$ cat config.mk
export PLATFORM = sky130hd
export DESIGN_NAME = ntfl_dist_row
export DESIGN_NICKNAME = d
export VERILOG_FILES = /design/src/rtl/ntfl_pkg.sv /design/src/rtl/ntfl_dist_row.sv
export SDC_FILE = /design/constraint.sdc
export NUM_CORES = 1
export LEC_CHECK = 0
export BUFFER_PORTS_ARGS = -buffer_cell sky130_fd_sc_hd__buf_2
export CAP_MARGIN = 10
export CORE_MARGIN = 4
export CORE_UTILIZATION = 51
export DETAILED_ROUTE_END_ITERATION = 8
export PLACE_DENSITY = 0.84
export SETUP_SLACK_MARGIN = 0.3
export SLEW_MARGIN = 20
export SYNTH_ARGS = -nofsm -noshare
export SYNTH_HDL_FRONTEND = slang
export SYNTH_SLANG_ARGS = --single-unit
$ cat constraint.sdc
create_clock -name clk -period 11.41 [get_ports clk]
set_input_delay 2.8525 -clock clk [delete_from_list [all_inputs] [get_ports clk]]
set_output_delay 2.8525 -clock clk [all_outputs]
set_load 0.05 [all_outputs]
$ cat src/rtl/ntfl_pkg.sv
package ntfl_pkg;

  localparam int TableDepth = 64;
  localparam int MaxNameLen = 16;

  localparam logic [1:0] OP_INSERT = 2'd0;
  localparam logic [1:0] OP_QUERY  = 2'd1;
  localparam logic [1:0] OP_CLEAR  = 2'd2;

  localparam logic [1:0] ST_OK        = 2'd0;
  localparam logic [1:0] ST_DUPLICATE = 2'd1;
  localparam logic [1:0] ST_FULL      = 2'd2;
  localparam logic [1:0] ST_TOO_LONG  = 2'd3;

  localparam logic [4:0] MAX_DIST_RESET = 5'd3;

  typedef struct packed {
    logic [1:0] op;
    logic [7:0] char_code;
    logic       last_char;
    logic [3:0] arity;
    logic       derived;
  } in_word_t;

  typedef struct packed {
    logic [1:0] status;
    logic       found;
    logic [5:0] match_index;
    logic [3:0] match_arity;
    logic       match_derived;
    logic       suggest_valid;
    logic [5:0] suggest_index;
    logic [4:0] suggest_distance;
  } out_word_t;

endpackage

$ cat src/rtl/ntfl_dist_row.sv
// Full Levenshtein DP distance per start: rows i of the name vs. entry chars.
// Processes columns one per cycle; a row is MaxLen+1 cells of DW bits each.
module ntfl_dist_row #(
  parameter int MAX_NAME_LEN = ntfl_pkg::MaxNameLen,
  parameter int LW = $clog2(MAX_NAME_LEN + 1)
) (
  input  logic          clk,
  input  logic          rst,
  input  logic          start,
  input  logic [LW-1:0] len_a,
  input  logic [LW-1:0] len_b,
  input  logic [MAX_NAME_LEN-1:0][7:0] name_a,
  input  logic [MAX_NAME_LEN-1:0][7:0] name_b,
  output logic          done,
  output logic [LW:0]   distance
);
  localparam int DW = LW + 1;
  logic [MAX_NAME_LEN:0][DW-1:0] prev, cur;
  logic [MAX_NAME_LEN:0][DW-1:0] row_next;
  logic [LW-1:0] i, j;
  logic busy;
  logic [DW-1:0] up, left, diag, m1, cand;
  logic [LW-1:0] jm1, im1;

  always_comb begin
    jm1  = j - LW'(1);
    im1  = i - LW'(1);
    up   = prev[j] + DW'(1);
    left = cur[jm1] + DW'(1);
    diag = prev[jm1] + ((name_a[im1[$clog2(MAX_NAME_LEN)-1:0]] ==
                         name_b[jm1[$clog2(MAX_NAME_LEN)-1:0]]) ? DW'(0) : DW'(1));
    m1   = (up < left) ? up : left;
    cand = (m1 < diag) ? m1 : diag;
    // finished row, including the column computed this cycle
    row_next = cur;
    row_next[j] = cand;
  end

  always_ff @(posedge clk) begin
    done <= 1'b0;
    if (rst) begin
      busy <= 1'b0;
    end else if (start) begin
      for (int k = 0; k <= MAX_NAME_LEN; k++) prev[k] <= DW'(k);
      i <= LW'(1);
      j <= LW'(1);
      cur[0] <= DW'(1);
      if (len_a == '0 || len_b == '0) begin
        distance <= (len_a == '0) ? DW'(len_b) : DW'(len_a);
        done <= 1'b1;
      end else begin
        busy <= 1'b1;
      end
    end else if (busy) begin
      cur[j] <= cand;
      if (j == len_b) begin
        if (i == len_a) begin
          busy <= 1'b0;
          done <= 1'b1;
          distance <= cand;
        end else begin
          prev <= row_next;
          cur[0] <= DW'(i) + DW'(1);
          i <= i + LW'(1);
          j <= LW'(1);
        end
      end else begin
        j <= j + LW'(1);
      end
    end
  end

  a_dist_bound: assert property (@(posedge clk) disable iff (rst)
    done |-> distance <= DW'(MAX_NAME_LEN)) else $error("distance out of range");
  a_busy_no_start: assert property (@(posedge clk) disable iff (rst)
    busy |=> !done || $past(busy)) else $error("done without pass");
  a_row_bound: assert property (@(posedge clk) disable iff (rst)
    busy |-> j <= len_b && i <= len_a) else $error("index overrun");
endmodule

; ---- After elaboration in Yosys (flattened, before gate mapping)
; Index checks and enable logic that the tools add are counted.
[totals]
reg_bits = 222
inputBits = 269
mem_bits_ro = 0
mem_count = 0
ram_bits = 0
latchBits = 0
wordCells = 119
[op_classes]
mux = 44
addsub = 8
div = 0
mul = 0
shift = 0
magnitude_cmp = 7
n_eq_ne = 7
n_reduce_logical = 12
bitwise = 2
[op_table]
columns = op, n
row1 = two-way mux 102 bit, 3
row2 = bitwise mux 102 bit, 1
row3 = binary-select mux 6 bit (select 5 bit), 3
row4 = two-way mux 6 bit, 14
row5 = binary-select mux 8 bit (select 4 bit), 2
row6 = two-way mux 5 bit, 7
row7 = demux 6 bit (select 5 bit), 1
row8 = two-way mux 8 bit, 2
row9 = "adder 6 x 1 -> 6 bit, second input constant", 2
row10 = "less-than comparator 5 x 6 -> 1 bit, second input constant", 2
row11 = less-than comparator 6 bit, 2
row12 = two-way mux 1 bit, 11
row13 = "adder 5 x 1 -> 5 bit, second input constant", 2
row14 = equality test 5 bit, 2
row15 = zero test 5 bit, 2
row16 = "less-than comparator 4 x 5 -> 1 bit, second input constant", 2
row17 = equality test 8 bit, 1
row18 = "adder 5 x 1 -> 6 bit, second input constant", 1
row19 = adder 6 x 1 -> 6 bit, 1
row20 = AND reduction 3 bit, 2
row21 = nonzero test 2 bit, 3
row22 = "greater-or-equal comparator 5 x 1 -> 1 bit, second input constant", 1
row23 = AND reduction 5 bit, 1
row24 = "subtractor 5 x 1 -> 5 bit, second input constant", 1
row25 = 9 further kinds, 11

; ---- Depth between registers and ports, before layout
; Gate-level depths: netlist (run 1).
[logic_depth]
ltp_word = 12
mapped_depth = 31
ltp_nobuf = 23

; ---- Worst setup path before layout (run 1)
; No wires, ideal clock.
[synth_timing]
path_kind = input to register
from = input port start
to = register cur[100] (netlist name) (enable)
cell_stages = 3
required_time_ns = 10.722
setup_slack_ns = 0.384
t_arrival_ns = 10.338
setup_time_ns = 0.688
cell_sequence = clkbuf_1 > buf_1 > nor3b_1
[synth_between]
elab_chain_len = 2
[synth_lines]
columns = element, line
row1 = from (decl), ntfl_dist_row.sv:9  ; input logic start,
row2 = inverter 1 bit (no source line), -
row3 = AND reduction 3 bit (no source line), -
row4 = "to (signal, indexed assignment)", ntfl_dist_row.sv:55  ; cur[j] <= cand;
row5 = to (decl), ntfl_dist_row.sv:18  ; logic [MAX_NAME_LEN:0][DW-1:0] prev, cur;
; Every way passes these cells.
; A chain may end at the register's enable or synchronous reset.

==> results.toml, run 1 <==
[timing]
setup_violations = 0
hold_violations = 0
rsz0062_at_grt = "no"
setup_tns_ns = 0
final-max-slew-violation-count = 0
period_minus_slack_ns = 7.64
fin_skew_ns = 0.0110
tightest_slew_ns = 1.16
max_freq_mhz = 131
layout_worst_path_cycle_share_pct = 67.0
slew_headroom_pct = 22.9

[cts]
cts_setup_buffers = 0
cts_resized = 0
cts-root-buf = "clkbuf_16"
clk-insertion-delay-late_ns = 0.50
numCtsBuffers = 23
cts_tree = "done"
h-tree-depth = 1
cts_buffer_depth = 3
ctsHoldBuffers = 0
clk_pin_slew_ns = 0.07
cts.sinks = 222

[yosys]
syn-cell-area_um2 = 14600
synth_top_cell_by_area = "edfxtp_1"
yosys-top-cells-count = "edfxtp_1 (220), mux4_2 (159), nand2_1 (93)"
async_reset_ff_share_pct = 0
synth_seq_cells = 222
synth-compound-area-share_pct = 11.9
synth_edf_count = 220
synthTopCellsByArea = "edfxtp_1 (45%), mux4_2 (25%), nand2_1 (2.4%)"
synth_ff_type = "edfxtp_1"
ys_warn_count = 0
synth_top_area_share_pct = 45.4
synth_area_per_cell_um2 = 13.1
synth_most_common_cell = "edfxtp_1"
synth_simple_gate_area_share_pct = 8.82
synth_seq_area_share_pct = 45.6
synth-adder-area-share_pct = 1.72
synth_cell_type_count = 62
synth_fp_nets = 1403
syn_inst = 1114
synth.area.mux_share_pct = 26.2
synth_xor_area_share_pct = 2.34
synth_top_family_by_area = "multiplexers"

[drt]
drc = 0
postRouteAntennaNets = 0
drtIter0Drc = 1573
num_vias = 11800
vias_per_cell = 6.83
wl_per_cell_um = 26.2
wirelength_um = 45300
firstDrtPassIters = 6

[critical_path]
rr_startpoint = "j[0]"
arrival_ns = 7.89
path_max_fanout = 75
critPathBufInv = 2
slowest_delay_ns = 0.81
crit_slowest_cell = "buf_4"
path_cells = "inv_1 > ha_4 > buf_4 > nand2_1 > nor3_2 > nand2_1 > o211ai_1 > and4_1 > nor2b_1 > xor2_1 > ha_1 > and2_1 > o211ai_1 > nand3_1 > mux2_2 > ha_1 > a21o_1 > a21o_1 > a21oi_1 > a41o_1 > o21ai_0 > and2_1"
start_kind = "flip-flop"
cp_top_family = "simple AND/OR/NAND/NOR gates"
critPathRequiredTime_ns = 11.66
crit_type = "reg2reg"
critPathLaunch = "j[0]"
cp-end-kind = "flip-flop"

[global_routing]
grt_max_degree = 114
grt_overflow = 0
grt_usage_pct = 28.1
antenna_found_initial = 10
grt_pass1_vias = 11800
grt_pass1_wl_um = 67900

[run]
max_cap_violations = 0

[power_and_ir_drop]
powerDensity_nw_per_um2 = 146
ir_worst_vdd_uv = 99.7
total_leakage_power_nw = 6.20

[cells_and_area]
instances_no_fill = 1731
n_fill_cell = 2027
drive_above_1_share_pct = 38.0
areaGrowthSynthToFinish_pct = 16.5
nNetsFinal = 1622

[hold_path]
hp-start = "busy"
hp-class = "reg2reg"

[floorplanning]
start_util_pct = 52.0
rows = 61
core_area_um2 = 28000
fp.dieH_um = 177
chipWidth_um = 177
io_pins = 276
dieArea_um2 = 31300

[placed_design]
place_congestion = 0.971
dp.final_hpwl_um = 31700
portBuffers = 275
dpl.cell_count = 1683

[run_status]
outcome = "complete, no violations"
## worst register-to-register path: cells and delay by family (launching register included)
kind                       cells  cell delay, ns
xor gates and xnor gates       1            0.22
buffers and inverters          2            0.99
adders and majority gates      3            0.98
muxes                          1            0.38
and+or+nand+nor                8            2.24
AOI/OAI and AO/OA              7            2.16
DFF                            1            0.42
## state kept, by name (all words and copies together), names as in the netlist
register / count
cur: 102
prev: 102
distance: 6
i: 5
j: 5
busy: 1
done: 1
## layout by cell type (no fill, tap or decap), types with 3 or more instances in the layout
cell type	count
mux2i_4	3
o21bai_1	3
a41oi_1	3
a31oi_1	4
a22o_1	10
ha_1	18
edfxtp_1	220
clkbuf_1	5
nand2_1	93
and3_1	6
a22oi_1	8
a21o_1	3
and2_1	22
o211ai_1	29
buf_2	275
clkbuf_16	24
diode_2	5
inv_1	13
and3b_1	3
clkinv_1	6
nor2b_1	4
mux4_2	159
o31ai_1	17
xor2_1	23
nor3b_2	3
nor3_1	7
xnor2_1	14
clkinv_2	4
a41o_1	3
nand2b_1	11
a211oi_1	39
or2_2	3
buf_4	17
o21ai_1	41
o21ai_0	38
a21oi_1	58
nor2_1	58
nand3_1	38
mux2i_1	16
## path summary, 6_finish.rpt
check	end	slack, ns	cells after the start
max	prev[48]	3.77	22
min	busy	0.56	2
max reg2reg	prev[48]	3.77	22
min reg2reg	busy	0.56	2
## stage by stage
stage	util [%]	setup slack, ns	area (um^2)	hold slack [ns]	total power [mW]
finish	60.6	3.77	17000	0.565	2.48
global route	60.6	3.29	17000	0.604	2.56
CTS	60.2	3.57	16900	0.559	2.40
detailed placement	57.8	3.26	16200	0.544	1.72
global placement	57.8	3.46	16200	0.516	1.69
floorplan	-	0.384	14600	0.491	1.49
## final cells by class
cell class                 instances  area (um^2)  area share (%)
multi-input combinational        775         7500            44.2
sequential                       222         6650            39.2
timing repair buffer             296         1600            9.45
clock buffer                      28          594            3.50
tap                              378          473            2.79
clock inverter                    12         80.1           0.472
inverter                          15         56.3           0.332
antenna                            5         12.5          0.0737
## logic make-up (layout without fill, tap and decap cells)
logic type | after synthesis | count (layout)
AND/OR/NAND/NOR | 266 | 266
other | 0 | 5
XOR/XNOR | 38 | 38
AO/OA/AOI/OAI | 269 | 269
buffers and inverters | 117 | 351
flip-flops | 222 | 222
adder cells (fa/ha/maj) | 20 | 20
multiplexers | 182 | 182
## routing by layer
| layer | up-vias | GRT usage (%) | share of wire, % | routed length, um |
|---|---|---|---|---|
| met5 | - | 0 | 0.097 | 44 |
| met4 | 6 | 16.9 | 7.0 | 3190 |
| met3 | 200 | 9.49 | 12 | 5600 |
| met2 | 893 | 45.1 | 48 | 21500 |
| met1 | 5765 | 33.0 | 33 | 14900 |
| li1 | 4959 | - | - | - |
## power breakdown
part	total, mW	internal (mW)	switching (mW)	leakage [nW]
Sequential	0.953	0.936	0.0171	2.04
Combinational	0.828	0.332	0.496	3.83
Clock	0.697	0.391	0.306	0.329
Total	2.48	1.66	0.819	6.20
(Power assumes the default switching activity.)
==> run 2: changes to the inputs <==
--- a/config.mk
+++ b/config.mk
@@ -8,9 +8,9 @@
 export BUFFER_PORTS_ARGS = -buffer_cell sky130_fd_sc_hd__buf_2
 export CAP_MARGIN = 10
 export CORE_MARGIN = 4
-export CORE_UTILIZATION = 51
+export CORE_UTILIZATION = 57
 export DETAILED_ROUTE_END_ITERATION = 8
-export PLACE_DENSITY = 0.84
+export PLACE_DENSITY = 0.89
 export SETUP_SLACK_MARGIN = 0.3
 export SLEW_MARGIN = 20
 export SYNTH_ARGS = -nofsm -noshare
==> constraint.sdc (replaced) <==
create_clock -name clk -period 7.59 [get_ports clk]
set_input_delay 1.8975 -clock clk [delete_from_list [all_inputs] [get_ports clk]]
set_output_delay 1.8975 -clock clk [all_outputs]
set_load 0.05 [all_outputs]
==> results.toml, run 2 (synthesis gave the netlist of run 1 again) <==
[run_status]
outcome = "complete, no violations"

[global_routing]
grt_usage_pct = 32.8
grt_pass1_vias = 12200
grt_overflow = 0
grt_pass1_wl_um = 71800
grt_max_degree = 74
antenna_found_initial = 3

[drt]
wl_met1_um = 14900
num_vias = 12200
postRouteAntennaNets = 0
drc = 0
wl_met3_um = 6360
wl_per_cell_um = 28.6
top_layer = "met4"
firstDrtPassIters = 6
drtIter0Drc = 1919
dr_wl_met2_um = 23700
vias_per_cell = 7.25
wirelength_um = 48300

[cts]
cts.sinks = 222
numCtsBuffers = 22
cts_tree = "done"
cts-root-buf = "clkbuf_16"
clk-insertion-delay-late_ns = 0.52
h-tree-depth = 1
clk_pin_slew_ns = 0.07
cts_buffer_depth = 3

[timing]
tightest_slew_ns = 1.06
hold_violations = 0
rsz0062_at_grt = "no"
max_freq_mhz = 144
period_minus_slack_ns = 6.92
slew_headroom_pct = 28.5
layout_worst_path_cycle_share_pct = 91.2
fin_skew_ns = 0.0148
setup_tns_ns = 0
setup_violations = 0
final-max-slew-violation-count = 0

[power_and_ir_drop]
p_comb_share_pct = 32.2
powerDensity_nw_per_um2 = 218
ir_worst_vdd_uv = 168
p_int_mw = 2.44
clkPwrFrac_pct = 28.7
power.total_mw = 3.68
p_sw_mw = 1.24
total_leakage_power_nw = 6.23
swShare_pct = 33.8
pwr-share-seq_pct = 39.1

[cells_and_area]
finalInstanceArea_um2 = 16900
instances_no_fill = 1688
fin_util_pct = 67.2
layout_commonest_cell = "buf_2"
drive_above_1_share_pct = 38.5
final_cell_mix = "buf_2 (275), edfxtp_1 (220), mux4_2 (159)"
reg_top3 = "cur (102), prev (102), distance (6)"
nNetsFinal = 1629
areaGrowthSynthToFinish_pct = 16.2
n_fill_cell = 1672

[floorplanning]
core_area_um2 = 25200
io_pins = 276
dieArea_um2 = 28200
start_util_pct = 57.8
chipWidth_um = 168
fp.dieH_um = 168
rows = 58

[critical_path]
rr_startpoint = "j[0]"
arrival_ns = 7.12
crit_type = "reg2reg"
reg2reg_to = "prev[15]"
path_max_fanout = 42
reg2reg_setup_slack_ns = 0.67
path_cells = "buf_6 > nor4_2 > nor2_4 > buf_4 > mux2i_1 > o211ai_2 > and4_1 > nor2b_1 > xor2_1 > ha_1 > a21oi_1 > nand3_1 > mux2_2 > ha_1 > a21o_1 > a21o_1 > a21oi_1 > and3b_1 > a31oi_4 > mux2i_2 > buf_4 > a211oi_1"
slowest_delay_ns = 0.73
reg2reg_depth = 22
critPathRequiredTime_ns = 7.79
cp-end-kind = "flip-flop"
start_kind = "flip-flop"
crit_slowest_cell = "nor4_2"

[hold_path]
hp-class = "reg2reg"
hp-start = "busy"
hold_depth = 2
min_to = "busy"

[placed_design]
dp.final_hpwl_um = 34200
post_dp_cell_area_um2 = 16200
place_congestion = 1.00
dpl.cell_count = 1645
portBuffers = 275

[run]
max_cap_violations = 0
-- run 2: worst max-delay path, delay by kind of cell, from the launching register on --
family	cells	cell delay [ns]
multiplexers	3	0.78
XOR/XNOR	1	0.23
AND/OR/NAND/NOR	6	1.89
adder cells (fa/ha/maj)	2	0.60
AO/OA/AOI/OAI	7	1.55
buffers and inverters	3	0.96
flip-flops	1	0.50
-- run 2: worst max-delay path by stage --
stage | from | cells after the start | end | slack [ns]
final | j[0] | 22 | prev[15] | 0.67
after global routing | j[0] | 22 | prev[15] | 0.33
after CTS | j[0] | 22 | prev[15] | 0.64
after detailed placement | j[0] | 22 | prev[15] | 0.74
after global placement | name_a[84] | 18 | cur[0] | 0.97
after floorplan | j[1] | 30 | cur[52] | 0.37
-- run 2: layer usage --
| layer | up-vias | global-route usage, % |
|---|---|---|
| met5 | - | 0 |
| met3 | 227 | 7.35 |
| met2 | 1178 | 55.0 |
| met4 | 0 | 18.0 |
| met1 | 5861 | 39.5 |
| li1 | 4975 | - |
-- run 2: layout make-up --
type,count,area (um^2),area share (%)
clock inverter,15,95.1,0.562
inverter,15,56.3,0.333
tap,330,413,2.44
multi-input combinational,775,7500,44.3
sequential,222,6650,39.3
timing repair buffer,304,1620,9.59
antenna,2,5.00,0.0296
clock buffer,25,583,3.44
-- run 2: what timing repair did --
action                                  4_1_cts  5_1_grt
setup buffers                                 0        1
endpoints found under the setup margin        0      101
hold buffers                                  0        0
gates resized for setup                       0        2
-- run 2: power groups by stage --
stage	Clock (mW)	Sequential (mW)	Combinational (mW)
2_1_floorplan	0	1.45	0.782
3_3_place_gp	0	1.46	1.10
3_5_place_dp	0	1.46	1.14
4_1_cts	1.06	1.44	1.15
5_1_grt	1.11	1.44	1.24
6_report	1.06	1.44	1.19
-- run 2: metrics by stage --
step	hold WS (ns)	setup WS, ns
finish	0.563	0.668
detailed placement	0.536	0.739
floorplan	0.489	0.368
CTS	0.565	0.642
global route	0.610	0.330
global placement	0.534	0.972
==> run 3: changes to the inputs <==
--- a/config.mk
+++ b/config.mk
@@ -6,11 +6,10 @@
 export NUM_CORES = 1
 export LEC_CHECK = 0
 export BUFFER_PORTS_ARGS = -buffer_cell sky130_fd_sc_hd__buf_2
-export CAP_MARGIN = 10
 export CORE_MARGIN = 4
-export CORE_UTILIZATION = 57
+export CORE_UTILIZATION = 61
 export DETAILED_ROUTE_END_ITERATION = 8
-export PLACE_DENSITY = 0.89
+export PLACE_DENSITY = 0.94
 export SETUP_SLACK_MARGIN = 0.3
 export SLEW_MARGIN = 20
 export SYNTH_ARGS = -nofsm -noshare
==> constraint.sdc (replaced) <==
create_clock -name clk -period 8.45 [get_ports clk]
set_input_delay 2.1125 -clock clk [delete_from_list [all_inputs] [get_ports clk]]
set_output_delay 2.1125 -clock clk [all_outputs]
set_load 0.05 [all_outputs]
==> results.toml, run 3 (synthesis gave the netlist of run 1 again) <==
[placed_design]
place_congestion = 1.05
portBuffers = 275
dp.final_hpwl_um = 33300
dpl.cell_count = 1625

[cells_and_area]
drive_above_1_share_pct = 38.0
n_fill_cell = 1374
multi_input_area_um2 = 7510
regArea_um2 = 6650
nNetsFinal = 1621
instances_no_fill = 1679
final_cell_mix = "buf_2 (275), edfxtp_1 (220), mux4_2 (159)"
layout_commonest_cell = "buf_2"
areaGrowthSynthToFinish_pct = 16.3
reg_top3 = "cur (102), prev (102), distance (6)"

[drt]
postRouteAntennaNets = 0
drtIter0Drc = 2349
drc = 2
num_vias = 12500
vias_per_cell = 7.44
wl_per_cell_um = 29.2
firstDrtPassIters = 9
wirelength_um = 49000

[power_and_ir_drop]
powerDensity_nw_per_um2 = 200
p_int_mw = 2.26
power.total_mw = 3.39
ir_worst_vdd_uv = 216
total_leakage_power_nw = 6.21
p_sw_mw = 1.13
pwr-share-seq_pct = 38.0
p_comb_share_pct = 32.1
clkPwrFrac_pct = 29.9
swShare_pct = 33.3

[hold_path]
hp-start = "busy"
hp-class = "reg2reg"
hold_depth = 2

[timing]
rsz0062_at_grt = "no"
layout_worst_path_cycle_share_pct = 88.4
tightest_slew_ns = 1.14
final-max-slew-violation-count = 0
hold_violations = 0
setup_violations = 0
period_minus_slack_ns = 7.47
max_freq_mhz = 134
slew_headroom_pct = 22.1
whs_ns = 0.584
setup_tns_ns = 0
fin_skew_ns = 0.0152

[floorplanning]
start_util_pct = 62.0
core_area_um2 = 23500
rows = 56
dieArea_um2 = 26400
chipWidth_um = 163
fp.dieH_um = 163
io_pins = 276

[cts]
cts.sinks = 222
clk_pin_slew_ns = 0.07
numCtsBuffers = 23
h-tree-depth = 1
cts_tree = "done"
cts-root-buf = "clkbuf_16"
ctsHoldBuffers = 0
cts_buffer_depth = 3
clk-insertion-delay-late_ns = 0.52
cts_resized = 0
cts_setup_buffers = 0

[critical_path]
endpoint = "prev[85]"
arrival_ns = 7.68
cp-end-kind = "flip-flop"
critPathRequiredTime_ns = 8.65
reg2reg_depth = 22
reg2reg_to = "prev[85]"
start_kind = "flip-flop"
critPathLaunch = "j[0]"
crit_type = "reg2reg"
path_max_fanout = 35
reg2reg_setup_slack_ns = 0.98
rr_startpoint = "j[0]"

[run_status]
outcome = "finished, violations left"
violations = "DRC"

[global_routing]
grt_usage_pct = 35.9
grt_pass1_wl_um = 72100
grt_max_degree = 114
grt_overflow = 0
grt_pass1_vias = 12200
antenna_found_initial = 15

[run]
max_cap_violations = 0
-- run 3: changes by cell type in the layout (fill, tap and decap cells not counted), sizes merged --
cell	delta
diode	+11
buf	-9
clkinv	-5
clkbuf	+4
bufinv	+2
clkinvlp	-1
-- run 3: through the flow --
stage	setup slack, ns	instance area (um^2)	utilization (%)
floorplan	0.844	14600	-
global placement	1.13	16200	68.8
detailed placement	1.03	16200	68.8
CTS	1.19	16900	71.9
global route	0.670	16900	72.1
finish	0.978	16900	72.2
-- run 3: worst min-delay path by stage --
stage	end	slack, ns
2_1_floorplan	busy	0.49
3_3_place_gp	busy	0.54
3_5_place_dp	busy	0.56
4_1_cts	busy	0.58
5_1_grt	cur[66]	0.61
6_report	busy	0.58
-- run 3: cell type report --
class / instances / area share, %
diodes: 13 / 0.192
clock buffers: 29 / 3.53
clock inverters: 11 / 0.739
inverters: 15 / 0.332
multi-input cells: 775 / 44.3
flip-flops and latches: 222 / 39.2
well taps: 319 / 2.36
repair buffers: 295 / 9.28
-- run 3: power groups by stage --
stage	Sequential (mW)	Combinational (mW)	Clock (mW)
6_report	1.29	1.09	1.01
5_1_grt	1.29	1.14	1.05
4_1_cts	1.29	1.02	1.01
3_5_place_dp	1.31	0.997	0
3_3_place_gp	1.31	0.964	0
2_1_floorplan	1.30	0.699	0
-- run 3: critical path, stage by stage, from the launching register on --
cell and delay [ns]:
edfxtp_1 0.43, inv_1 0.29, ha_4 0.54, nand2_1 0.13, nor3_2 0.81, nand2_1 0.15
o211ai_1 0.22, and4_1 0.33, nor2b_1 0.18, xor2_1 0.23, ha_1 0.28, and2_1 0.18
o211ai_1 0.24, nand3_1 0.25, mux2_2 0.38, ha_1 0.34, a21o_1 0.16, a21o_1 0.16
a21oi_1 0.21, and3b_1 0.25, a31oi_4 0.20, mux2i_4 0.95, o211ai_1 0.23
-- run 3: metal layers --
layer	track usage, %	wire, um	vias up	part of all wire (%)
li1	-	-	4974	-
met1	42.8	15400	5948	31
met2	56.8	23000	1237	47
met3	12.1	6610	327	13
met4	21.6	3860	8	7.9
met5	0	53	-	0.11
